--- src/design/erpm_pkg.sv ---
package erpm_pkg;

  localparam int unsigned TIME_W  = 32;
  localparam int unsigned COUNT_W = 32;
  localparam int unsigned CFG_W   = 16;
  localparam int unsigned IDX_W   = 2;
  localparam int unsigned RPM_W   = 16;

  localparam int unsigned MUL_A_W = 16;
  localparam int unsigned MUL_B_W = 32;
  localparam int unsigned PROD_W  = MUL_A_W + MUL_B_W;
  localparam int unsigned MUL_CNT_W = $clog2(MUL_A_W);

  localparam int unsigned QUOT_W  = RPM_W - 1;
  localparam int unsigned DIV_IN_W = PROD_W + 1;
  localparam int unsigned DIV_W   = DIV_IN_W + QUOT_W;
  localparam int unsigned DIV_CNT_W = $clog2(QUOT_W + 1);

  localparam logic [MUL_A_W-1:0] RPM_SCALE = MUL_A_W'(15000);
  localparam logic [QUOT_W-1:0]  RPM_LIMIT = {QUOT_W{1'b1}};

  localparam logic [CFG_W-1:0] PPR_RESET = CFG_W'(1024);
  localparam logic [CFG_W-1:0] MIN_RESET = CFG_W'(10);

  typedef enum logic [IDX_W-1:0] {
    CFG_PPR = 2'd0,
    CFG_MIN = 2'd1,
    CFG_INV = 2'd2
  } cfg_idx_e;

endpackage

--- src/design/encoder_rpm_estimator_top.sv ---
// Speed estimator for a quadrature encoder. Each query beat carries a millisecond timestamp,
// the x4 count and the direction, and yields one result beat with a signed rpm, a sampled
// flag and a saturated flag. A query is taken only when the block is idle; one that arrives
// sooner than the minimum interval after the stored sample goes straight to the result, as does one
// with no motion, no pulses per revolution or no elapsed time, while a full estimate runs
// two 16-step serial shift-add multiplications and then a 16-step restoring division.
// A saturating estimate ends the division after its first step. The result waits in an
// output register, so a new query may be taken while the previous result is still stalled.
// Configuration writes are taken while idle.
module encoder_rpm_estimator_top
  import erpm_pkg::*;
(
  input  logic                    clk_i,
  input  logic                    rst_ni,
  input  logic                    in_valid_i,
  output logic                    in_stall_o,
  input  logic [TIME_W-1:0]       now_ms_i,
  input  logic [COUNT_W-1:0]      count_now_i,
  input  logic                    counting_down_i,
  output logic                    out_valid_o,
  input  logic                    out_stall_i,
  output logic signed [RPM_W-1:0] rpm_o,
  output logic                    sampled_o,
  output logic                    saturated_o,
  input  logic                    cfg_valid_i,
  output logic                    cfg_ready_o,
  input  logic [IDX_W-1:0]        cfg_index_i,
  input  logic [CFG_W-1:0]        cfg_data_i
);

  typedef enum logic [6:0] {
    ST_IDLE  = 7'b0000001,
    ST_DIFF  = 7'b0000010,
    ST_CHECK = 7'b0000100,
    ST_MULN  = 7'b0001000,
    ST_MULD  = 7'b0010000,
    ST_DIV   = 7'b0100000,
    ST_DONE  = 7'b1000000
  } state_e;

  state_e state_q, state_d;

  logic [CFG_W-1:0]   ppr_q, ppr_d;
  logic [CFG_W-1:0]   min_q, min_d;
  logic               inv_q, inv_d;
  logic [COUNT_W-1:0] prev_count_q, prev_count_d;
  logic [TIME_W-1:0]  prev_time_q, prev_time_d;

  logic [TIME_W-1:0]  now_q, now_d;
  logic [COUNT_W-1:0] cnt_q, cnt_d;
  logic               down_q, down_d;
  logic [TIME_W-1:0]  elapsed_q, elapsed_d;
  logic [COUNT_W-1:0] delta_q, delta_d;
  logic [PROD_W-1:0]  num_q, num_d;

  logic [QUOT_W-1:0]  mag_q, mag_d;
  logic               smp_q, smp_d;
  logic               sat_q, sat_d;

  logic               out_valid_q, out_valid_d;
  logic [RPM_W-1:0]   rpm_q, rpm_d;
  logic               out_smp_q, out_smp_d;
  logic               out_sat_q, out_sat_d;

  logic               mul_start;
  logic [MUL_A_W-1:0] mul_a;
  logic [MUL_B_W-1:0] mul_b;
  logic               mul_done;
  logic [PROD_W-1:0]  mul_prod;

  logic                div_start;
  logic [DIV_IN_W-1:0] div_num;
  logic [DIV_IN_W-1:0] div_den;
  logic                div_done;
  logic                div_sat;
  logic [QUOT_W-1:0]   div_quot;

  logic [COUNT_W-1:0] delta_mag;
  logic [RPM_W-1:0]   mag_ext;

  assign delta_mag = delta_q[COUNT_W-1] ? (~delta_q + COUNT_W'(1)) : delta_q;
  assign mag_ext   = RPM_W'(mag_q);
  assign div_num   = {num_q, 1'b0} + DIV_IN_W'(mul_prod);
  assign div_den   = {mul_prod, 1'b0};

  assign in_stall_o  = (state_q != ST_IDLE);
  assign cfg_ready_o = (state_q == ST_IDLE);

  always_comb begin
    ppr_d = ppr_q;
    min_d = min_q;
    inv_d = inv_q;
    if (cfg_valid_i && cfg_ready_o) begin
      unique case (cfg_idx_e'(cfg_index_i))
        CFG_PPR: ppr_d = cfg_data_i;
        CFG_MIN: min_d = cfg_data_i;
        CFG_INV: inv_d = cfg_data_i[0];
        default: ;
      endcase
    end
  end

  always_comb begin
    state_d      = state_q;
    prev_count_d = prev_count_q;
    prev_time_d  = prev_time_q;
    now_d        = now_q;
    cnt_d        = cnt_q;
    down_d       = down_q;
    elapsed_d    = elapsed_q;
    delta_d      = delta_q;
    num_d        = num_q;
    mag_d        = mag_q;
    smp_d        = smp_q;
    sat_d        = sat_q;
    out_valid_d  = out_valid_q && out_stall_i;
    rpm_d        = rpm_q;
    out_smp_d    = out_smp_q;
    out_sat_d    = out_sat_q;
    mul_start    = 1'b0;
    mul_a        = RPM_SCALE;
    mul_b        = delta_mag;
    div_start    = 1'b0;

    unique case (state_q)
      ST_IDLE: begin
        if (in_valid_i) begin
          now_d   = now_ms_i;
          cnt_d   = count_now_i;
          down_d  = counting_down_i;
          state_d = ST_DIFF;
        end
      end
      ST_DIFF: begin
        elapsed_d = now_q - prev_time_q;
        delta_d   = cnt_q - prev_count_q;
        state_d   = ST_CHECK;
      end
      ST_CHECK: begin
        mag_d = '0;
        sat_d = 1'b0;
        if (elapsed_q < TIME_W'(min_q)) begin
          smp_d   = 1'b0;
          state_d = ST_DONE;
        end else begin
          smp_d        = 1'b1;
          prev_count_d = cnt_q;
          prev_time_d  = now_q;
          if ((delta_q == '0) || (ppr_q == '0) || (elapsed_q == '0)) begin
            state_d = ST_DONE;
          end else begin
            mul_start = 1'b1;
            state_d   = ST_MULN;
          end
        end
      end
      ST_MULN: begin
        mul_a = ppr_q;
        mul_b = elapsed_q;
        if (mul_done) begin
          num_d     = mul_prod;
          mul_start = 1'b1;
          state_d   = ST_MULD;
        end
      end
      ST_MULD: begin
        if (mul_done) begin
          div_start = 1'b1;
          state_d   = ST_DIV;
        end
      end
      ST_DIV: begin
        if (div_done) begin
          sat_d   = div_sat;
          mag_d   = div_sat ? RPM_LIMIT : div_quot;
          state_d = ST_DONE;
        end
      end
      ST_DONE: begin
        if (!out_valid_q || !out_stall_i) begin
          out_valid_d = 1'b1;
          rpm_d       = (down_q ^ inv_q) ? (~mag_ext + RPM_W'(1)) : mag_ext;
          out_smp_d   = smp_q;
          out_sat_d   = sat_q;
          state_d     = ST_IDLE;
        end
      end
      default: state_d = ST_IDLE;
    endcase
  end

  always_ff @(posedge clk_i or negedge rst_ni) begin
    if (!rst_ni) begin
      state_q      <= ST_IDLE;
      ppr_q        <= PPR_RESET;
      min_q        <= MIN_RESET;
      inv_q        <= 1'b0;
      prev_count_q <= '0;
      prev_time_q  <= '0;
      out_valid_q  <= 1'b0;
    end else begin
      state_q      <= state_d;
      ppr_q        <= ppr_d;
      min_q        <= min_d;
      inv_q        <= inv_d;
      prev_count_q <= prev_count_d;
      prev_time_q  <= prev_time_d;
      out_valid_q  <= out_valid_d;
    end
  end

  always_ff @(posedge clk_i) begin
    now_q     <= now_d;
    cnt_q     <= cnt_d;
    down_q    <= down_d;
    elapsed_q <= elapsed_d;
    delta_q   <= delta_d;
    num_q     <= num_d;
    mag_q     <= mag_d;
    smp_q     <= smp_d;
    sat_q     <= sat_d;
    rpm_q     <= rpm_d;
    out_smp_q <= out_smp_d;
    out_sat_q <= out_sat_d;
  end

  erpm_mul u_mul (
    .clk_i   (clk_i),
    .rst_ni  (rst_ni),
    .start_i (mul_start),
    .a_i     (mul_a),
    .b_i     (mul_b),
    .done_o  (mul_done),
    .prod_o  (mul_prod)
  );

  erpm_div u_div (
    .clk_i   (clk_i),
    .rst_ni  (rst_ni),
    .start_i (div_start),
    .num_i   (div_num),
    .den_i   (div_den),
    .done_o  (div_done),
    .sat_o   (div_sat),
    .quot_o  (div_quot)
  );

  assign out_valid_o = out_valid_q;
  assign rpm_o       = rpm_q;
  assign sampled_o   = out_smp_q;
  assign saturated_o = out_sat_q;

endmodule

--- src/design/erpm_mul.sv ---
module erpm_mul
  import erpm_pkg::*;
(
  input  logic               clk_i,
  input  logic               rst_ni,
  input  logic               start_i,
  input  logic [MUL_A_W-1:0] a_i,
  input  logic [MUL_B_W-1:0] b_i,
  output logic               done_o,
  output logic [PROD_W-1:0]  prod_o
);

  logic [MUL_A_W-1:0]   a_q, a_d;
  logic [PROD_W-1:0]    b_q, b_d;
  logic [PROD_W-1:0]    acc_q, acc_d;
  logic [MUL_CNT_W-1:0] cnt_q, cnt_d;
  logic                 busy_q, busy_d;
  logic                 done_q, done_d;

  always_comb begin
    a_d    = a_q;
    b_d    = b_q;
    acc_d  = acc_q;
    cnt_d  = cnt_q;
    busy_d = busy_q;
    done_d = 1'b0;
    if (start_i) begin
      a_d    = a_i;
      b_d    = PROD_W'(b_i);
      acc_d  = '0;
      cnt_d  = '0;
      busy_d = 1'b1;
    end else if (busy_q) begin
      if (a_q[0]) begin
        acc_d = acc_q + b_q;
      end
      a_d   = a_q >> 1;
      b_d   = b_q << 1;
      cnt_d = cnt_q + MUL_CNT_W'(1);
      if (cnt_q == MUL_CNT_W'(MUL_A_W - 1)) begin
        busy_d = 1'b0;
        done_d = 1'b1;
      end
    end
  end

  always_ff @(posedge clk_i or negedge rst_ni) begin
    if (!rst_ni) begin
      cnt_q  <= '0;
      busy_q <= 1'b0;
      done_q <= 1'b0;
    end else begin
      cnt_q  <= cnt_d;
      busy_q <= busy_d;
      done_q <= done_d;
    end
  end

  always_ff @(posedge clk_i) begin
    a_q   <= a_d;
    b_q   <= b_d;
    acc_q <= acc_d;
  end

  assign done_o = done_q;
  assign prod_o = acc_q;

endmodule

--- src/design/erpm_div.sv ---
module erpm_div
  import erpm_pkg::*;
(
  input  logic                clk_i,
  input  logic                rst_ni,
  input  logic                start_i,
  input  logic [DIV_IN_W-1:0] num_i,
  input  logic [DIV_IN_W-1:0] den_i,
  output logic                done_o,
  output logic                sat_o,
  output logic [QUOT_W-1:0]   quot_o
);

  logic [DIV_W-1:0]     r_q, r_d;
  logic [DIV_W-1:0]     ds_q, ds_d;
  logic [QUOT_W-1:0]    q_q, q_d;
  logic [DIV_CNT_W-1:0] cnt_q, cnt_d;
  logic                 busy_q, busy_d;
  logic                 done_q, done_d;
  logic                 sat_q, sat_d;
  logic                 ge;

  assign ge = (r_q >= ds_q);

  always_comb begin
    r_d    = r_q;
    ds_d   = ds_q;
    q_d    = q_q;
    cnt_d  = cnt_q;
    busy_d = busy_q;
    sat_d  = sat_q;
    done_d = 1'b0;
    if (start_i) begin
      r_d    = DIV_W'(num_i);
      ds_d   = {den_i, {QUOT_W{1'b0}}};
      q_d    = '0;
      cnt_d  = '0;
      sat_d  = 1'b0;
      busy_d = 1'b1;
    end else if (busy_q) begin
      if (cnt_q == '0) begin
        if (ge) begin
          sat_d  = 1'b1;
          busy_d = 1'b0;
          done_d = 1'b1;
        end else begin
          ds_d  = ds_q >> 1;
          cnt_d = cnt_q + DIV_CNT_W'(1);
        end
      end else begin
        if (ge) begin
          r_d = r_q - ds_q;
        end
        q_d   = {q_q[QUOT_W-2:0], ge};
        ds_d  = ds_q >> 1;
        cnt_d = cnt_q + DIV_CNT_W'(1);
        if (cnt_q == DIV_CNT_W'(QUOT_W)) begin
          busy_d = 1'b0;
          done_d = 1'b1;
        end
      end
    end
  end

  always_ff @(posedge clk_i or negedge rst_ni) begin
    if (!rst_ni) begin
      cnt_q  <= '0;
      busy_q <= 1'b0;
      done_q <= 1'b0;
    end else begin
      cnt_q  <= cnt_d;
      busy_q <= busy_d;
      done_q <= done_d;
    end
  end

  always_ff @(posedge clk_i) begin
    r_q   <= r_d;
    ds_q  <= ds_d;
    q_q   <= q_d;
    sat_q <= sat_d;
  end

  assign done_o = done_q;
  assign sat_o  = sat_q;
  assign quot_o = q_q;

endmodule

--- config.mk ---
export PLATFORM = sky130hd
export DESIGN_NAME = encoder_rpm_estimator_top
export DESIGN_NICKNAME = d
export VERILOG_FILES = /design/src/design/erpm_pkg.sv /design/src/design/encoder_rpm_estimator_top.sv /design/src/design/erpm_mul.sv /design/src/design/erpm_div.sv
export SDC_FILE = /design/constraint.sdc
export NUM_CORES = 1
export LEC_CHECK = 0
export BUFFER_PORTS_ARGS = -buffer_cell sky130_fd_sc_hd__clkbuf_2
export CORE_UTILIZATION = 62
export DETAILED_ROUTE_END_ITERATION = 7
export GPL_TIMING_DRIVEN = 0
export PLACE_DENSITY_LB_ADDON = 0.15
export SLEW_MARGIN = 10
export SYNTH_ARGS = -nofsm -noshare
export SYNTH_HDL_FRONTEND = slang
export SYNTH_SLANG_ARGS = --single-unit
--- constraint.sdc ---
create_clock -name clk_i -period 14.8 [get_ports clk_i]
set_input_delay 2.96 -clock clk_i [delete_from_list [all_inputs] [get_ports clk_i]]
set_output_delay 2.96 -clock clk_i [all_outputs]
set_load 0.05 [all_outputs]
# Word level (Yosys, flattened, before mapping)
# Cells that the tools add are included.
# totals
wordCells,163
ff_bits,585
output_inout_bits,21
in_bits,88
# classes
add_sub_neg,9
order_cmp,2
bitwise,5
mux,59
n_reduce_logical,32
n_eq_ne,20
# ops
op,count
$mux 64,4
$mux 49,4
$mux 32,4
$ge 64x64->1,1
$logic_not 32->1,2
$sub 32x32->32,2
$sub 64x64->64,1
$add 49x48->49,1
$mux 7,7
$pmux 7 s7,1
$add 48x48->48,1
$mux 16,3
$mux 15,3
$add 32x1->32 const B,1
$lt 32x16->1,1
$not 32->32,1
$pmux 15 s2,1
$mux 1,24
$mux 4,6
$reduce_and 2->1,12
$add 16x1->16 const B,1
$logic_not 16->1,1
$not 15->16,1
$reduce_and 3->1,3
other kinds (25),41

# Depth between registers and ports, before layout
# logic_depth
ltp_word,7
mapped_depth,15
mapped_depth_nobuf,14

# Cells and area by module
# Synthesis repeated with hierarchy kept, for this count alone.
# unflattened
hier_cells,3673
hier_area_um2,35891.9
# modules_own_cells
module,area_each_um2,instances,seq_area_each_um2,cells_each
encoder_rpm_estimator_top,18388.9,1,8998.6,1686
erpm_div,10194.8,1,4013.8,1212
erpm_mul,7308.3,1,2872.8,775

# Least setup slack after synthesis
# Ideal clock, no wire load.
# synth_timing
path_type,register -> register
from,register state_q[3]
to,"register delta_q[0], enable pin"
path_buffers,0
t_arrival_ns,5.564
setup_ns,0.580
path_stages_with_launch,4
synth_period_minus_slack_ns,6.144
path_slack_ns,8.656
required_time_ns,14.220
path_cell_list,dfrtp_1 -> nor3_1 -> nand2_1 -> nor3b_1
# synth_via
elab_chain_len,1
# synth_lines
item,line,text
start: declaration,encoder_rpm_estimator_top.sv:41,"state_e state_q, state_d;"
start signal: assignment,encoder_rpm_estimator_top.sv:202,state_q <= state_d;
$eq 7x2->1,encoder_rpm_estimator_top.sv:125,unique case (state_q)
end signal: assignment,encoder_rpm_estimator_top.sv:217,delta_q <= delta_d;
end: declaration,encoder_rpm_estimator_top.sv:53,"logic [COUNT_W-1:0] delta_q, delta_d;"
# Every way passes these cells.
# A chain may end at the register's enable or synchronous reset.

# Worst setup path after layout
# layout_timing
from,register state_q[3]
to,output port cfg_ready_o
# layout_via
elab_chain_len,1
# layout_lines
item,line,text
$eq 7x1->1,encoder_rpm_estimator_top.sv:87,assign cfg_ready_o = (state_q == ST_IDLE);
end: declaration,encoder_rpm_estimator_top.sv:26,"output logic cfg_ready_o,"
# Every way passes these cells.

==> results.md <==
- Outcome: finished, final reports clean
- Sequential cell area fraction in the yosys report: 0.462
- First-pass detailed-route iteration total: 8
- Die Y: about 240 um
- Max-cap viol count: 0
- Syn avg cell area: ~9.5 um2
- Cell variety after synth: 83
- Tmin final: 5.35 ns
- Final setup violation count: 0
- Crit path kind: flop to output pin
- Vias in the first global route: 25,600
- Nets: 4,148
- Clock sinks: just under 600
- CTS Hold Buffers Added: 0
- Hold Crit Start: sat_q
- Std cell rows: 85
- Buf+Inv Stages, Crit Path: 2
- First-pass GRT wire length: 134,000 um
- Reg-to-reg critical path startpoint: u_div.ds_q[2]
- I/O Buffers: 108
- Post-CTS sizing: 0
- Clk_skew: between 0.015 and 0.02 ns
- Startpoint types: flop
- Fill count: 4,286
- Rel. slew slack: 0.327
- Worst setup startpoint: state_q[3]
- Setup slack, reg-to-reg: 10.08 ns
- Vias per cell: 5.92
- F_max: approximately 0.19 GHz
- Critical path depth: 4
- CP delay by family, top: simple AND/OR/NAND/NOR gates
- Largest net degree at the start of global routing: 66
- Clock latency at the later pin of the worst-skew pair: 0.63 ns
- Core area: approximately 0.054 mm2
- P per Cell Area: 194 mW/mm2
- Syn_nets: 3,967
- Syn Inst Count: 3,634
- Worst EP required: 11.84 ns
- Most common cell after layout, fill and taps aside: nand2_1
- Share of layout cells above drive strength 1: 0.0768
- Top_reg_cell synth: edfxtp_1
- Overall Power: 7.37 mW
- Total CTS buffers: 59
- Layout area overhead: 10.7%
- Sw Pwr: around 2.8 mW
- CTS tree: done
- GP Congestion: 0.947
- Routed via count: 27,000
- Gr ovfl total: 0
- Setup TNS: 0 ns
- Root Buffer: clkbuf_16
- Clock-pin slew on the worst setup and hold paths: 0.07 ns
- Routed WL: 83,800 um
- Fin util: 0.702
- Io pins: 109
- Antenna Nets Post-Route: 0
- Switch share: 0.385
- Total GRT Usage: 0.298
- Period utilization: 0.361
- Worst endpoint data arrival time: 2.39 ns
- Post-CTS Setup Bufs: 0
- Routed wire per std cell: 18.4 um
- Leak Pwr: 16.1 nW
- Initial antenna violation count: 0
- Clock power share: 0.214
- Final Hold Vio Count: 0
- Share of total power in sequential cells: 0.361
- Crit end category: output pin
- Post-DP HPWL: 64,800 um
- Hold Path Depth: 0
- RSZ-0062 raised after global routing: false
- Number of synthesized flops with an enable pin: 357
- CP max FO: 5
- Final Instance Count excl. Fillers: 4,563
- Clk buf depth: 3
- Cells after DPL: 4,450
- Comb pwr share: 0.425
- Critical Path Max Stage Delay: 0.42 ns
- Die width: about 240 um
- Die area: 0.0564 mm2
- Area of the mapped netlist: 0.0344 mm2
- Crit-path cells: nor3_1 -> nand4b_1 -> inv_1 -> clkbuf_2
- Most frequent cells in the layout: 472 x nand2_1, 357 x edfxtp_1, 350 x a21oi_1
- Hold Path Class: flop to flop
- Worst path slowest cell: dfrtp_1
- Worst-Margin Slew: 1.01 ns
- Seq cells post-synth: 585
- Starting density of the core: 0.634
- Cell-internal power: approximately 4.5 mW
- Max VDD drop: 0.000141 V
- Asr flop ratio synth: 0.200
- FF-to-FF path depth: 14
- YS warnings: 0
- Iter 0 DRT Violations: 1,929
- Final Slew Violations: 0
- Post-route DRC: 0
- Htree depth: 2
-- power groups by stage --
stage	clock (mW)	sequential [mW]	combinational, mW
final	1.58	2.66	3.13
after global routing	1.65	2.70	3.53
after CTS	1.59	2.65	3.11
after detailed placement	0	2.69	3.09
after global placement	0	2.69	3.01
after floorplan	0	2.53	2.47
-- synthesized netlist by cell type, drive strengths merged, types with 7 or more instances --
master | count | share of area
or4 | 7 | 0.0017
o21ai | 278 | 0.041
or2 | 8 | 0.0015
inv | 211 | 0.023
xor2 | 115 | 0.029
a21oi | 353 | 0.052
mux2 | 24 | 0.0079
nor4 | 22 | 0.0040
or3 | 18 | 0.0033
a31oi | 19 | 0.0035
nor3 | 39 | 0.0058
edfxtp | 357 | 0.31
nand2 | 475 | 0.052
nand2b | 19 | 0.0035
nand4 | 50 | 0.0091
mux2i | 43 | 0.013
o22a | 9 | 0.0023
o211ai | 18 | 0.0039
a22o | 12 | 0.0031
and3 | 22 | 0.0040
xnor2 | 127 | 0.032
nand3 | 99 | 0.014
o22ai | 9 | 0.0016
a21boi | 10 | 0.0022
nor2 | 293 | 0.032
o21bai | 39 | 0.0085
nor3b | 9 | 0.0020
o31a | 10 | 0.0025
and2 | 18 | 0.0033
nor2b | 28 | 0.0051
dfrtp | 113 | 0.082
ha | 240 | 0.087
clkbuf | 129 | 0.014
o31ai | 21 | 0.0047
a211oi | 22 | 0.0048
o21a | 29 | 0.0063
a21o | 119 | 0.026
dfxtp | 111 | 0.065
buf | 22 | 0.0032
a2111oi | 9 | 0.0032
-- logic make-up after synthesis --
family | count (synthesis) | synth area share
multiplexers | 67 | 0.0204
adder cells (fa/ha/maj) | 245 | 0.0903
buffers and inverters | 362 | 0.0404
XOR/XNOR | 242 | 0.0617
AO/OA/AOI/OAI | 1015 | 0.181
AND/OR/NAND/NOR | 1118 | 0.145
flip-flops | 585 | 0.462
-- flip-flops by register name, summed over array words and instances, names as in the netlist, 4 cells and up --
| register | flops |
|---|---|
| cnt_q | 32 |
| delta_q | 32 |
| elapsed_q | 32 |
| mag_q | 15 |
| min_q | 16 |
| now_q | 32 |
| num_q | 48 |
| ppr_q | 16 |
| prev_count_q | 32 |
| prev_time_q | 32 |
| rpm_o | 16 |
| state_q | 7 |
| u_div.cnt_q | 4 |
| u_div.ds_q | 64 |
| u_div.quot_o | 15 |
| u_div.r_q | 64 |
| u_mul.a_q | 16 |
| u_mul.b_q | 48 |
| u_mul.cnt_q | 4 |
| u_mul.prod_o | 48 |
-- layer usage --
layer  vias to the layer above  track usage  part of all wire
met2                       733        0.502              0.47
met1                     12700        0.397              0.44
met5                         -            0                 0
met3                       163       0.0316             0.048
met4                         0        0.117             0.038
li1                      13400            -                 -
-- metrics by stage --
stage | area, um2 | setup WS [ns] | hold slack, ns
CTS | 38000 | 9.45 | 0.433
finish | 38100 | 9.45 | 0.432
detailed placement | 36000 | 9.74 | 0.411
global placement | 35800 | 6.73 | 0.417
floorplan | 34400 | 8.66 | 0.400
global route | 38000 | 9.36 | 0.447
-- area by class of cell --
cell class | count | area, um2 | share of cell area
inverter | 211 | 792 | 0.0208
clock inverter | 21 | 244 | 0.00641
timing repair buffer | 120 | 713 | 0.0187
tap | 696 | 871 | 0.0229
sequential | 585 | 15900 | 0.417
clock buffer | 91 | 1840 | 0.0483
antenna | 1 | 2.50 | 0.0000658
multi-input combinational | 2687 | 17100 | 0.450
buffer | 151 | 598 | 0.0157
-- final timing paths --
| check | end |
|---|---|
| worst max-delay path | cfg_ready_o |
| worst min-delay path | saturated_o |
| worst max register to register | u_div.ds_q[21] |
| worst min register to register | saturated_o |
| max in group asynchronous | ppr_q[10] |
| min in group asynchronous | prev_count_q[2] |
Power figures use the tool's default switching activity.
